===== config.mk =====
export PLATFORM = sky130hd
export DESIGN_NAME = mws_ctrl
export DESIGN_NICKNAME = d
export VERILOG_FILES = /design/src/hdl/mws_pkg.sv /design/src/hdl/mws_ctrl.sv
export SDC_FILE = /design/constraint.sdc
export NUM_CORES = 1
export LEC_CHECK = 0
export BUFFER_PORTS_ARGS = -buffer_cell sky130_fd_sc_hd__buf_4
export CELL_PAD_IN_SITES_DETAIL_PLACEMENT = 0
export CELL_PAD_IN_SITES_GLOBAL_PLACEMENT = 1
export CORE_MARGIN = 2
export CORE_UTILIZATION = 34
export CTS_CLUSTER_SIZE = 30
export DETAILED_ROUTE_END_ITERATION = 8
export GPL_TIMING_DRIVEN = 0
export HOLD_SLACK_MARGIN = 0.1
export PLACE_DENSITY = 0.87
export SLEW_MARGIN = 30
export SYNTH_ARGS = -nofsm -noshare
export SYNTH_HDL_FRONTEND = slang
export SYNTH_SLANG_ARGS = --single-unit

===== constraint.sdc =====
create_clock -name clk -period 3.15 [get_ports clk]
set_clock_uncertainty 0.1 [all_clocks]
set_input_delay 0.7875 -clock clk [delete_from_list [all_inputs] [get_ports clk]]
set_output_delay 0.7875 -clock clk [all_outputs]
set_load 0.03 [all_outputs]

===== src/hdl/mws_pkg.sv =====
// Shared types and constants of the magnifier window sampler.
`default_nettype none

package mws_pkg;

    localparam int COORD_W = 16;
    localparam int EXT_W   = 16;
    localparam int RAS_W   = 9;
    localparam int PIX_W   = 32;
    localparam int WIN_W   = 3;
    localparam int PADDR_W = 5;
    localparam int PDATA_W = 32;

    localparam logic [2:0] REG_BOUNDS_LEFT   = 3'd0;
    localparam logic [2:0] REG_BOUNDS_TOP    = 3'd1;
    localparam logic [2:0] REG_BOUNDS_WIDTH  = 3'd2;
    localparam logic [2:0] REG_BOUNDS_HEIGHT = 3'd3;
    localparam logic [2:0] REG_RASTER_WIDTH  = 3'd4;
    localparam logic [2:0] REG_RASTER_HEIGHT = 3'd5;

    localparam logic OP_LOAD  = 1'b0;
    localparam logic OP_QUERY = 1'b1;

    typedef struct packed {
        logic in_ready;
        logic sel_x;
        logic off_en;
        logic mul_en;
        logic div_start;
        logic store_q;
        logic col_clr;
        logic col_inc;
        logic row_clr;
        logic row_inc;
        logic mem_rd;
        logic out_pixel;
        logic out_empty;
    } mws_cmd_t;

    typedef struct packed {
        logic empty;
        logic div_done;
        logic col_last;
        logic row_last;
        logic row_zero;
        logic out_free;
    } mws_status_t;

endpackage : mws_pkg

`default_nettype wire


===== src/hdl/mws_ctrl.sv =====
// Controller state machine that sequences loads, bounds checks and window scans.
`default_nettype none

module mws_ctrl (
    input  wire logic                 clk,
    input  wire logic                 rst_n,
    input  wire logic                 in_valid,
    input  wire logic                 op,
    input  wire mws_pkg::mws_status_t status,
    output mws_pkg::mws_cmd_t         cmd
);

    import mws_pkg::*;

    typedef enum logic [3:0] {
        ST_IDLE,
        ST_CHECK,
        ST_EMPTY,
        ST_OFF,
        ST_MUL,
        ST_DIVGO,
        ST_DIVWAIT,
        ST_READ,
        ST_EMIT
    } state_t;

    state_t state_reg, state_next;
    logic   axis_x_reg, axis_x_next;

    always_comb
    begin
        state_next  = state_reg;
        axis_x_next = axis_x_reg;
        cmd         = '0;
        cmd.sel_x   = axis_x_reg;
        unique case (state_reg)
            ST_IDLE:
            begin
                cmd.in_ready = 1'b1;
                if (in_valid && (op == OP_QUERY))
                begin
                    state_next = ST_CHECK;
                end
            end
            ST_CHECK:
            begin
                if (status.empty)
                begin
                    state_next = ST_EMPTY;
                end
                else
                begin
                    axis_x_next = 1'b0;
                    state_next  = ST_OFF;
                end
            end
            ST_EMPTY:
            begin
                if (status.out_free)
                begin
                    cmd.out_empty = 1'b1;
                    state_next    = ST_IDLE;
                end
            end
            ST_OFF:
            begin
                cmd.off_en = 1'b1;
                state_next = ST_MUL;
            end
            ST_MUL:
            begin
                cmd.mul_en = 1'b1;
                state_next = ST_DIVGO;
            end
            ST_DIVGO:
            begin
                cmd.div_start = 1'b1;
                state_next    = ST_DIVWAIT;
            end
            ST_DIVWAIT:
            begin
                if (status.div_done)
                begin
                    cmd.store_q = 1'b1;
                    if (!axis_x_reg)
                    begin
                        cmd.col_clr = 1'b1;
                        // Column mappings are worked out once, during the first row.
                        if (status.row_zero)
                        begin
                            axis_x_next = 1'b1;
                            state_next  = ST_OFF;
                        end
                        else
                        begin
                            state_next = ST_READ;
                        end
                    end
                    else if (status.col_last)
                    begin
                        cmd.col_clr = 1'b1;
                        state_next  = ST_READ;
                    end
                    else
                    begin
                        cmd.col_inc = 1'b1;
                        state_next  = ST_OFF;
                    end
                end
            end
            ST_READ:
            begin
                cmd.mem_rd = 1'b1;
                state_next = ST_EMIT;
            end
            ST_EMIT:
            begin
                if (status.out_free)
                begin
                    cmd.out_pixel = 1'b1;
                    if (!status.col_last)
                    begin
                        cmd.col_inc = 1'b1;
                        state_next  = ST_READ;
                    end
                    else if (!status.row_last)
                    begin
                        cmd.row_inc = 1'b1;
                        cmd.col_clr = 1'b1;
                        axis_x_next = 1'b0;
                        state_next  = ST_OFF;
                    end
                    else
                    begin
                        cmd.row_clr = 1'b1;
                        cmd.col_clr = 1'b1;
                        state_next  = ST_IDLE;
                    end
                end
            end
            default:
            begin
                state_next = ST_IDLE;
            end
        endcase
    end

    always_ff @(posedge clk or negedge rst_n)
    begin
        if (!rst_n)
        begin
            state_reg  <= ST_IDLE;
            axis_x_reg <= 1'b0;
        end
        else
        begin
            state_reg  <= state_next;
            axis_x_reg <= axis_x_next;
        end
    end

endmodule : mws_ctrl

`default_nettype wire


# --- Word-level counts from Yosys, hierarchy flattened ---
# Index checks and enable logic that the tools add are counted.
op_classes:
  eq_ne: 15
  mux: 39
  reduce_logical: 5
ops:
  columns: ["operator", "count"]
  rows:
  - ["$pmux W4 S9", 1]
  - ["$mux W4", 7]
  - ["$mux W1", 23]
  - ["$eq A4 B3 Y1 const B", 4]
  - ["$ne A2 B2 Y1 const B", 7]
  - ["$mux W3", 3]
  - ["$eq A4 B2 Y1 const B", 2]
  - ["$mux W2", 3]
  - ["$reduce_and A6 Y1", 1]
  - ["$eq A4 B1 Y1 const B", 1]
  - ["$eq A4 B4 Y1 const B", 1]
  - ["$logic_not A4 Y1", 1]
  - ["$pmux W2 S2", 1]
  - ["$reduce_and A4 Y1", 1]
  - ["$pmux W1 S3", 1]
  - ["$reduce_bool A3 Y1", 1]
  - ["$logic_and A1 B1 Y1", 1]
word_totals:
  reg_bits: 5
  inputBits: 10
  out_inout_bits: 13
  word_cells: 61

# --- Logic depth before layout (Yosys ltp) ---
depth:
  ltp_word: 4
  depth_mapped: 6

# --- Worst setup path before layout ---
# OpenSTA, ideal clock, no wires.
synth_path:
  path_type: "reg-to-output"
  from: "register state_reg[1]"
  to: "output cmd[3] (netlist bit)"
  t_arrival_ps: 1921
  slack_ps: 342
  stages_incl_launch_ff: 6
  path_buffers: 1
  cell_sequence: "dfrtp_1 buf_4 or4b_4 nor2_2 nand2_1 nor2_1"
synth_rtl:
  columns: ["item", "line_no", "text"]
  rows:
  - ["start, declared", "mws_ctrl.sv:27", "state_t state_reg, state_next;"]
  - ["start signal, assigned", "mws_ctrl.sv:157", "state_reg <= state_next;"]
  - ["end, declared", "mws_ctrl.sv:10", "output mws_pkg::mws_cmd_t cmd"]

==> results_dict.tcl <==
set metrics [dict create \
    critPathMaxStageDelay_ns 0.54 \
    use_met3 0.0122 \
    crit_buf_inv 2 \
    synth_top_family_by_area "simple AND/OR/NAND/NOR gates" \
    clk-insertion-delay-late_ns 0.24 \
    ys_types 34 \
    layout_worst_path_cycle_share 0.880 \
    r2r-end "state_reg[1]$_DFFE_PN0P_" \
    initial_core_util 0.363 \
    synthAdderAreaFrac 0 \
    status "complete, no violations" \
    layout_commonest_cell "buf_4" \
    worst_pin_slew_ns 0.403 \
    clk_pin_slew_ns 0.04 \
    layout-drive-gt1-share 0.398 \
    htreeDepth 1 \
    cts_setup_buffers 0 \
    nFillCells 149 \
    p_leak_nw 0.378 \
    total_power_w 0.000614 \
    largest_register_ff_count 4 \
    endpoint_kind "output port" \
    yosys.area_share.simple 0.398 \
    r2r_cells 5 \
    startpoint_type "flip-flop" \
    syn2layout_area_growth_pct 38.2 \
    startpoint "state_reg[1]$_DFFE_PN0P_" \
    cts_tree "done" \
    io_buffers 22 \
    ctsHoldBuffers 0 \
    final_area_um2 764 \
    syn_area_um2 553 \
    cts_buffers 3 \
    cap_violations 0 \
    tns_ns 0 \
    yosysSeqAreaShare 0.226 \
    place_hpwl_um 1090 \
    die_h_um 44.3 \
    setup_viol 0 \
    routed_wl_um 1380 \
    drv_slew 0 \
    use_met2 0.253 \
    busiest_layer "met2" \
    dr_total_vias 611 \
    drtPass1Iterations 4 \
    die_width_um 44.3 \
    synth.area.mux_share 0.0452 \
    required_ns 2.26 \
    nNetsFinal 109 \
    p_per_area_mw_per_mm2 803 \
    placed_cell_area_um2 738 \
    cpMostUsedCell "buf_4" \
    grt_setup_unrepaired "false" \
    antenna_left 0 \
    grt_max_degree 11 \
    ios 23 \
    cts.repair.resized 0 \
    diodes 0 \
    synthArstFlopShare 1.00 \
    arrival_ns 1.89 \
    ys_seq_elements 5 \
    max_freq_mhz 361 \
    r2r_start "state_reg[2]$_DFFE_PN0P_" \
    wl_per_cell_um 12.1 \
    core-area_mm2 0.00152 \
    use_met1 0.206 \
    drc 0 \
    via_per_inst 5.36 \
    avgSynthCellArea_um2 7.68 \
    gp_congestion 0.757 \
    rows 14 \
    die-area_mm2 0.00197 \
    antenna_found_initial 0 \
    gr-usage-all-layers 0.155 \
    yosys.area_share.xor_xnor 0 \
    fin_crit_ns 2.77 \
    crit_type "reg2out" \
    rrSetupSlack_ns 1.30 \
    grt_pass1_vias 501 \
    hold_path_class "in2async" \
    yosys_warnings 0 \
    crit_path_max_fanout 10 \
    grt_pass1_wl_um 2260 \
    drt_first_iter_violations 12 \
    synth_edf_count 0 \
    cts_root_buf "clkbuf_4" \
    vdd_drop_max_mv 0.303 \
    synth_compound_gate_area_share 0.201 \
    cts.sinks 5 \
    critPathTopFamily "simple AND/OR/NAND/NOR gates" \
    cts_buffer_depth 2 \
    layout_common_cells "buf_4 (25), nor2_1 (9), nand2_1 (9)" \
    overflow 0 \
    finalHoldViolCount 0 \
    syn_inst 72 \
    path_cells "buf_4, or4b_4, nor2_2, nand2_1, nor2_1, buf_4" \
    synth.net_count 82 \
    critPathSlowestCell "or4b_4" \
    slew-limit-headroom 0.729 \
    synthFlopType "dfrtp_1" \
]
how the worst max path moves through the flow:
stage,end,slack (ns),cells after the start
2_1_floorplan,cmd[3],0.34,5
3_3_place_gp,cmd[3],0.65,6
4_1_cts,cmd[4],0.38,6
6_report,cmd[4],0.38,6
5_1_grt,cmd[4],0.28,6
3_5_place_dp,cmd[4],0.65,6
report_power, final:
group / internal [W] / switching, W / total (W)
Sequential: 0.0000893 / 0.0000219 / 0.000111
Combinational: 0.000193 / 0.000238 / 0.000431
Clock: 0.0000478 / 0.0000242 / 0.0000720
cell families (layout without fill, tap and decap cells):
family                 count (synthesis)  count (layout)
muxes                                  2               2
AOI/OAI and AO/OA                     17              17
and+or+nand+nor                       38              38
buffers and inverters                 10              36
DFF                                    5               5
through the flow:
step                 util  setup WS [ns]  instances  hold WS [ns]
finish              0.502          0.377        114         0.242
global route        0.502          0.279        114         0.238
CTS                 0.502          0.382        114         0.240
detailed placement  0.484          0.651        110         0.491
global placement    0.484          0.652        110         0.490
floorplan               -          0.342         72         0.392
layout make-up:
| cell class | instances | area (µm²) | share of cell area |
|---|---|---|---|
| timing repair buffer | 22 | 165 | 0.216 |
| tap | 16 | 20.0 | 0.0262 |
| buffer | 6 | 56.3 | 0.0736 |
| multi-input combinational | 57 | 357 | 0.466 |
| sequential | 5 | 125 | 0.164 |
| clock buffer | 4 | 26.3 | 0.0344 |
| inverter | 4 | 15.0 | 0.0196 |
synth_stat cells (2+ instances only):
master	count	area (µm²)
inv_1	4	15.0
a21oi_1	5	25.0
nand2_1	9	33.8
nor3_1	2	10.0
o21ai_0	3	15.0
dfrtp_1	5	125
buf_4	3	22.5
o21ai_1	3	15.0
nor2_1	9	33.8
nor4_1	2	12.5
buf_6	3	33.8
nand4_1	2	12.5
routing by layer:
layer / vias up / share of wire
met2: 15 / 0.46
li1: 308 / -
met3: 2 / 0.044
met4: 0 / 0.0073
met1: 286 / 0.48
met5: - / 0
Power figures use the tool's default switching activity.
